**src/hw/rtl/gsrq_pkg.sv**
```systemverilog
// Shared types and constants for the grid same-region query block.
// Holds the datapath operation codes and the status bundle passed from the
// datapath to the controller. No dependencies.
`timescale 1ns / 1ps
`default_nettype none
package gsrq_pkg;

	localparam int MAX_ROWS   = 64;
	localparam int MAX_COLS   = 64;
	localparam int MAX_LABELS = 1024;
	localparam int ROW_AW     = $clog2(MAX_ROWS);
	localparam int COL_AW     = $clog2(MAX_COLS);
	localparam int LBL_W      = $clog2(MAX_LABELS);
	localparam int CNT_W      = LBL_W + 1;
	localparam int DIM_W      = 7;

	// Input command codes.
	localparam logic [1:0] CMD_CLEAR = 2'd0;
	localparam logic [1:0] CMD_MARK  = 2'd1;
	localparam logic [1:0] CMD_QUERY = 2'd2;

	// Result status codes.
	localparam logic [1:0] STAT_OK    = 2'd0;
	localparam logic [1:0] STAT_RANGE = 2'd1;
	localparam logic [1:0] STAT_WALL  = 2'd2;

	// Configuration register indexes.
	localparam logic CFG_ROWS = 1'b0;
	localparam logic CFG_COLS = 1'b1;

	// Operations the controller asks of the datapath, one per cycle.
	typedef enum logic [4:0] {
		OP_NOP,
		OP_LOAD,
		OP_CLR_ROW,
		OP_RD_WALL_A,
		OP_RD_WALL_B,
		OP_MARK_WR,
		OP_RES_RANGE,
		OP_RES_WALL,
		OP_PASS_START,
		OP_ROW_RD,
		OP_ROW_LOAD,
		OP_LB_RD,
		OP_CELL_ASSIGN,
		OP_NEXT_CELL,
		OP_WALK_X,
		OP_WALK_LA,
		OP_T_RD,
		OP_WALK_STEP,
		OP_SAVE_RA_J,
		OP_SAVE_RA_Q,
		OP_JOIN_WR,
		OP_RES_CMP,
		OP_OUT_PUSH
	} dp_op_t;

	// Status from the datapath back to the controller.
	typedef struct packed {
		logic [1:0] cmd;
		logic       grid_a;
		logic       grid_b;
		logic       sweep_last;
		logic       wall_a;
		logic       wall_b;
		logic       cell_wall;
		logic       up;
		logic       left;
		logic       last_col;
		logic       last_row;
		logic       walk_more;
		logic       out_busy;
	} dp_stat_t;

	// A register value of 0 reads as 1, values above the maximum saturate.
	function automatic logic [DIM_W-1:0] clamp_dim(input logic [DIM_W-1:0] v,
		input logic [DIM_W-1:0] maxv);
		logic [DIM_W-1:0] x;
		x = v;
		if (x == '0)
			x = DIM_W'(1);
		if (x > maxv)
			x = maxv;
		return x;
	endfunction

endpackage
`default_nettype wire

```
**src/hw/rtl/gsrq_ctrl.sv**
```systemverilog
// Controller of the grid same-region query: sequences clears, marks and the
// two-pass labeling of a query through datapath operations.
// Depends on gsrq_pkg.
`timescale 1ns / 1ps
`default_nettype none
module gsrq_ctrl import gsrq_pkg::*; (
	input  wire logic     clk,
	input  wire logic     arst_n,
	input  wire logic     in_valid,
	input  wire dp_stat_t st,
	output logic          in_ready,
	output dp_op_t        op
);

	typedef enum logic [4:0] {
		S_INIT_CLR, S_IDLE, S_DECODE, S_CLR, S_MARK, S_CHK_B, S_CHK_W,
		S_ROW, S_ROW_LD, S_CELL_RD, S_CELL, S_NEXT, S_JX, S_JRD, S_JCHK,
		S_FIN, S_OUT
	} state_t;

	typedef enum logic [1:0] {PH_JA, PH_JB, PH_QA, PH_QB} phase_t;

	state_t state_q, state_d;
	phase_t ph_q, ph_d;

	assign in_ready = (state_q == S_IDLE);

	// Next state and the operation of this cycle.
	always_comb begin
		state_d = state_q;
		ph_d    = ph_q;
		op      = OP_NOP;
		unique case (state_q)
			S_INIT_CLR, S_CLR: begin
				op = OP_CLR_ROW;
				if (st.sweep_last)
					state_d = S_IDLE;
			end
			S_IDLE: begin
				if (in_valid) begin
					op      = OP_LOAD;
					state_d = S_DECODE;
				end
			end
			S_DECODE: begin
				case (st.cmd)
					CMD_CLEAR: state_d = S_CLR;
					CMD_MARK: begin
						if (st.grid_a) begin
							op      = OP_RD_WALL_A;
							state_d = S_MARK;
						end else begin
							state_d = S_IDLE;
						end
					end
					CMD_QUERY: begin
						if (st.grid_a && st.grid_b) begin
							op      = OP_RD_WALL_A;
							state_d = S_CHK_B;
						end else begin
							op      = OP_RES_RANGE;
							state_d = S_OUT;
						end
					end
					default: state_d = S_IDLE;
				endcase
			end
			S_MARK: begin
				op      = OP_MARK_WR;
				state_d = S_IDLE;
			end
			S_CHK_B: begin
				op      = OP_RD_WALL_B;
				state_d = S_CHK_W;
			end
			S_CHK_W: begin
				if (st.wall_a || st.wall_b) begin
					op      = OP_RES_WALL;
					state_d = S_OUT;
				end else begin
					op      = OP_PASS_START;
					state_d = S_ROW;
				end
			end
			S_ROW: begin
				op      = OP_ROW_RD;
				state_d = S_ROW_LD;
			end
			S_ROW_LD: begin
				op      = OP_ROW_LOAD;
				state_d = S_CELL_RD;
			end
			S_CELL_RD: begin
				op      = OP_LB_RD;
				state_d = S_CELL;
			end
			S_CELL: begin
				if (st.cell_wall) begin
					state_d = S_NEXT;
				end else begin
					op      = OP_CELL_ASSIGN;
					state_d = (st.up && st.left) ? S_JX : S_NEXT;
				end
			end
			S_NEXT: begin
				op = OP_NEXT_CELL;
				if (st.last_col && st.last_row)
					state_d = S_FIN;
				else if (st.last_col)
					state_d = S_ROW;
				else
					state_d = S_CELL_RD;
			end
			S_JX: begin
				op      = OP_WALK_X;
				ph_d    = PH_JA;
				state_d = S_JRD;
			end
			S_FIN: begin
				op      = OP_WALK_LA;
				ph_d    = PH_QA;
				state_d = S_JRD;
			end
			S_JRD: begin
				op      = OP_T_RD;
				state_d = S_JCHK;
			end
			S_JCHK: begin
				if (st.walk_more) begin
					op      = OP_WALK_STEP;
					state_d = S_JRD;
				end else begin
					unique case (ph_q)
						PH_JA: begin
							op      = OP_SAVE_RA_J;
							ph_d    = PH_JB;
							state_d = S_JRD;
						end
						PH_JB: begin
							op      = OP_JOIN_WR;
							state_d = S_NEXT;
						end
						PH_QA: begin
							op      = OP_SAVE_RA_Q;
							ph_d    = PH_QB;
							state_d = S_JRD;
						end
						PH_QB: begin
							op      = OP_RES_CMP;
							state_d = S_OUT;
						end
						default: state_d = S_IDLE;
					endcase
				end
			end
			S_OUT: begin
				if (!st.out_busy) begin
					op      = OP_OUT_PUSH;
					state_d = S_IDLE;
				end
			end
			default: state_d = S_IDLE;
		endcase
	end

	always_ff @(posedge clk or negedge arst_n) begin
		if (!arst_n) begin
			state_q <= S_INIT_CLR;
			ph_q    <= PH_JA;
		end else begin
			state_q <= state_d;
			ph_q    <= ph_d;
		end
	end

`ifndef SYNTHESIS
	// The final root walks are entered only straight from the scan's next-cell step.
	a_fin_from_next: assert property (@(posedge clk) disable iff (!arst_n)
		(state_q == S_FIN) |-> $past(state_q == S_NEXT))
		else $error("final walk entered out of order");
	// Results are pushed only while the output register is free to take them.
	a_push_state: assert property (@(posedge clk) disable iff (!arst_n)
		(op == OP_OUT_PUSH) |-> !st.out_busy)
		else $error("push over a waiting result");
	// A merge write closes the second walk of a join.
	a_join_phase: assert property (@(posedge clk) disable iff (!arst_n)
		(op == OP_JOIN_WR) |-> (ph_q == PH_JB))
		else $error("merge outside its phase");
`endif

endmodule
`default_nettype wire

```
**config.mk**
```make
export PLATFORM = sky130hd
export DESIGN_NAME = gsrq_ctrl
export DESIGN_NICKNAME = d
export VERILOG_FILES = /design/src/hw/rtl/gsrq_pkg.sv /design/src/hw/rtl/gsrq_ctrl.sv
export SDC_FILE = /design/constraint.sdc
export NUM_CORES = 1
export LEC_CHECK = 0
export ABC_AREA = 1
export BUFFER_PORTS_ARGS = -buffer_cell sky130_fd_sc_hd__buf_2
export CORE_ASPECT_RATIO = 1.25
export CORE_MARGIN = 2
export CORE_UTILIZATION = 48
export CTS_CLUSTER_DIAMETER = 100
export DETAILED_ROUTE_END_ITERATION = 8
export PLACE_DENSITY_LB_ADDON = 0.05
export SLEW_MARGIN = 10
export SYNTH_ARGS = -nofsm -noshare
export SYNTH_HDL_FRONTEND = slang
export SYNTH_SLANG_ARGS = --single-unit
```
**constraint.sdc**
```tcl
create_clock -name clk -period 2.7 [get_ports clk]
set_input_delay 0.27 -clock clk [delete_from_list [all_inputs] [get_ports clk]]
set_output_delay 0.27 -clock clk [all_outputs]
set_load 0.02 [all_outputs]
```
# Yosys cells after proc, flatten, opt, wreduce, memory -nomap -nowiden
# Index checks and enable logic that the tools add are counted.
# word_totals
register_bits	7
inputBits	17
out_inout_bits	6
# classes
eq_ne	26
n_mux	27
reduce_logical	13
# op_table
cell	n
case mux 5 bit (16 select lines)	1
case mux 5 bit (14 select lines)	1
== test 5 x 4 -> 1 bit (second input constant)	8
two-way mux 5 bit	8
case mux 5 bit (3 select lines)	2
== test 5 x 3 -> 1 bit (second input constant)	4
case mux 5 bit (4 select lines)	1
two-way mux 4 bit	4
two-way mux 3 bit	4
== test 5 x 2 -> 1 bit (second input constant)	2
inequality test 2 bit (second input constant)	4
== test 2 bit (second input constant)	3
case mux 2 bit (3 select lines)	1
case mux 3 bit (2 select lines)	1
AND reduction 3 bit	2
OR reduction 2 bit	3
== test 5 x 1 -> 1 bit (second input constant)	1
== test 5 bit (second input constant)	1
logical NOT 5 bit	1
== test 2 x 1 -> 1 bit (second input constant)	2
logical NOT 2 bit	2
two-way mux 2 bit	2
case mux 2 bit (2 select lines)	1
logical AND 1 bit	3
other kinds (4)	4

# Logic depth before layout (Yosys ltp)
# logic_depth
word_depth	5
depth_mapped	11
ltp_nobuf	10

# Worst setup path before layout
# OpenSTA, ideal clock, no wires.
# synth_path
path_type	register to output
from	register state_q[4]
to	output op[2]
arrival_ps	1218
required_time_ps	2430
slack_ps	1212
stages_incl_launch_ff	8
cell_sequence	dfrtp_1 > inv_2 > nand2_1 > nor2_4 > nand2_1 > o21ai_0 > nor2_1 > nand3_1
# synth_between
elab_chain_cells	3
word_cells_on_any_way	19
classes_between	eq/ne: 16; mux: 1; reduce/logical: 2
# synth_lines
item	line_no	rtl
from (decl)	gsrq_ctrl.sv:23	state_t state_q, state_d;
from (signal assigned)	gsrq_ctrl.sv:171	state_q <= state_d;
== test 5 x 2 -> 1 bit or logical NOT 5 bit (tied branches)	gsrq_ctrl.sv:33	unique case (state_q)
OR reduction 2 bit	gsrq_ctrl.sv:33	
case mux 5 bit (16 select lines) (*)	gsrq_ctrl.sv:33	
to (decl)	gsrq_ctrl.sv:12	output dp_op_t op
# Mark *: on every way between the ends. The rest lies on a longest branch, timed or not.

# Worst setup path in the final report
# Ends and elaborated chain as after synthesis.

==> metrics.log <==
[metrics] core occupancy in the finished layout: 57.4%
[metrics] count of buffer and inverter cells on the critical path: 2
[metrics] Die Footprint: 2420 sq um
[metrics] Post-Synthesis Cells: 164
[metrics] worst-margin pin slew: 0.382 ns
[metrics] number of cells on the worst hold path: 3
[metrics] EDFF count, synth: 0
[metrics] Num CTS Buffers: 3
[metrics] maximum number of pins on one net before global-route repair: 15
[metrics] first element of the critical path: state_q[4]
[metrics] startpoint of the worst hold path: st[0]
[metrics] met3 routing resource usage after global routing: 4.62%
[metrics] Root Driver: clkbuf_4
[metrics] starting DRC count in detailed routing: 77
[metrics] ordered list of cells on the worst path: inv_2 > nand2_1 > nor2_4 > nand2_1 > o211ai_1 > nor2_1 > nand3_1 > buf_2
[metrics] startpoint-to-endpoint class of the critical path: reg -> out
[metrics] count of different cell masters after synthesis: 27
[metrics] largest clock skew in the final design: 0.00832 ns
[metrics] Top FF cell, synth: dfrtp_1
[metrics] Worst path depth: 8
[metrics] Max Slew Vio Count: 0
[metrics] Crit path largest cell delay: 0.40 ns
[metrics] Max H-tree Level: 1
[metrics] type of the most critical hold path: in -> reg
[metrics] most crowded layer after global routing: met2
[metrics] number of port buffers: 22
[metrics] commonest cells in the netlist: nand2_1, nor2_1, inv_1
[metrics] DIE HEIGHT: 54.5 microns
[metrics] post-synth design cell area: 980 sq um
[metrics] number of I/O pins: 23
[metrics] number of global-route vias before repair: 1073
[metrics] Reg2Reg Launch Point: state_q[4]
[metrics] worst hold slack across all endpoints: 0.312 ns
[metrics] syn_nets: 186
[metrics] normalized max-slew margin: 74.5%
[metrics] Final ANT Viol Nets: 0
[metrics] element type at the critical path end: output pin
[metrics] Clock transition at path regs: 0.06 ns
[metrics] final hold violation count: 0
[metrics] Async SR Flop Fraction: 100%
[metrics] maximum clock frequency: 469 MHz
[metrics] Worst setup SP type: register
[metrics] fraction of met1 tracks used by global routing: 33.7%
[metrics] setup repair after global routing missed its margin: no
[metrics] DRC violations left: 0
[metrics] Max VDD drop: 0.000511 V
[metrics] post-synthesis average cell area: 5.97 sq um
[metrics] number of storage elements in the synthesis netlist: 7
[metrics] Die Wd: 44.4 microns
[metrics] initial cell density of the core: 50.0%
[metrics] ratio of final minimum period to clock period: 78.9%
[metrics] largest area contributor in the netlist: dfrtp_1
[metrics] Yosys top cell area share: 17.9%
[metrics] Setup-failing EPs final: 0
[metrics] CP max stage cell: dfrtp_1
[metrics] via-per-instance ratio: 5.47
[metrics] total overflow reported by the global router: 0
[metrics] clock tree from TritonCTS: built
[metrics] global-route wire length before repair: 4690 microns
[metrics] total global routing track utilization: 27.2%
[metrics] minimum period implied by the final worst setup slack: 2.13 ns
[metrics] highest net fanout along the worst path: 14
[metrics] vias after detailed routing: 1138
[metrics] core area: 1960 sq um
[metrics] clock sinks: 7
[metrics] setup TNS: 0 ns
[metrics] layout-stage area growth over the synthesis result: 14.8%
[metrics] required time worst endpoint: 2.43 ns
[metrics] count of fill cells added during filler insertion: 206
[metrics] drt pass-1 iters: 4
[metrics] power density over the cells: 977 nW/um^2
[metrics] leakage power: 0.673 nW
[metrics] Syn. warnings: 0
[metrics] Worst Reg-to-Reg Cells: 10
[metrics] number of max-cap violations: 0
[metrics] average wire per standard cell: 13.2 microns
[metrics] standard-cell rows: 18
[metrics] GPL Wtd Cong: 0.955
[metrics] endpoint arrival time on the critical path: 1.86 ns
[metrics] proportion of synthesized chip area in sequential cells: 17.9%
[metrics] HPWL reported at the end of detailed placement: 2240 microns
[metrics] cell type group with the largest total delay on the critical path: simple AND/OR/NAND/NOR gates
[metrics] number of antenna violations at the first check in global routing: 0
[metrics] Worst-Skew Late Latency: 0.27 ns
[metrics] ratio of cells with drive above 1 in the final layout: 26.1%
[metrics] Longest Clk Path Bufs: 2
[metrics] Detailed Route WL: 2750 microns
[metrics] Total Nets Final: 211
[metrics] largest cells by area after synthesis: dfrtp_1, nand2_1, nor2_1, nand3_1, inv_1
[metrics] met2 Resource Use GR: 45.3%
[metrics] most frequently used cell type in the post-synthesis netlist: nand2_1
[metrics] antenna cell count: 0
[metrics] cell seen most often among critical-path stages: nand2_1
[metrics] result of the run: finished clean
## power breakdown
part	total (mW)	internal, mW	switching, mW
Clock	0.103	0.0569	0.0461
Sequential	0.248	0.149	0.0983
Combinational	0.748	0.252	0.496
## worst min-delay path: cells and delay by family
| family | cells | cell delay, ns |
|---|---|---|
| and+or+nand+nor | 2 | 0.17 |
| buffers and inverters | 1 | 0.10 |
## path summary, 6_finish.rpt
kind                              end  slack, ns
min in group asynchronous  state_q[1]       0.37
min reg2reg                state_q[4]       0.56
min                        state_q[4]       0.31
max                             op[2]       0.57
max in group asynchronous     ph_q[0]       2.16
max reg2reg                state_q[0]       1.20
## kinds of logic after synthesis
family,count (synthesis),synth area share (%)
flops,7,17.9
fa+ha+maj,5,6.39
buf+inv,30,13.0
simple gates,109,54.5
compound gates,13,8.17
## cell type report
| type | instances | area (sq um) | area share (%) |
|---|---|---|---|
| multi-input cells | 127 | 677 | 60.2 |
| flip-flops and latches | 7 | 175 | 15.6 |
| clock buffers | 4 | 26.3 | 2.34 |
| inverters | 27 | 101 | 9.01 |
| repair buffers | 23 | 120 | 10.7 |
| well taps | 20 | 25.0 | 2.22 |
## metal layers
metal | part of all wire [%] | wire [microns]
met1 | 42 | 1150
met2 | 48 | 1330
met3 | 6.0 | 165
met4 | 4.1 | 112
met5 | 0 | 0
## registers in the layout (all words and copies together) (netlist names)
signal	cells
state_q	5
ph_q	2
## through the flow
stage | setup WS (ns) | power, mW | std cells | area (sq um)
after global routing | 0.396 | 1.21 | 208 | 1120
final | 0.569 | 1.10 | 208 | 1120
after detailed placement | 0.902 | 0.987 | 203 | 1090
after floorplan | 1.21 | 0.810 | 164 | 980
after CTS | 0.606 | 1.10 | 208 | 1120
after global placement | 0.921 | 0.982 | 203 | 1090
## cell usage in the layout (no fill, tap or decap), types with 3 or more instances in the layout
master    Yosys  layout
nand2_1      38      38
a21oi_1       3       3
nor2_4        4       4
nand3_1      18      18
nor2_2        5       5
o21ai_0       4       4
ha_1          5       5
dfrtp_1       7       7
inv_1        20      20
nor2_1       30      30
inv_2         7       7
clkbuf_4      0       3
nor3_1        3       3
buf_2         0      22
nand4_1       3       3
## what timing repair did
action / 4_1_cts / 5_1_grt
gates resized for setup: 0 / 0
hold buffers: 1 / 0
endpoints found under the setup margin: 0 / 0
endpoints found under the hold margin: 7 / 0
setup buffers: 0 / 0
Note: power is estimated with default switching activity, not from simulation.
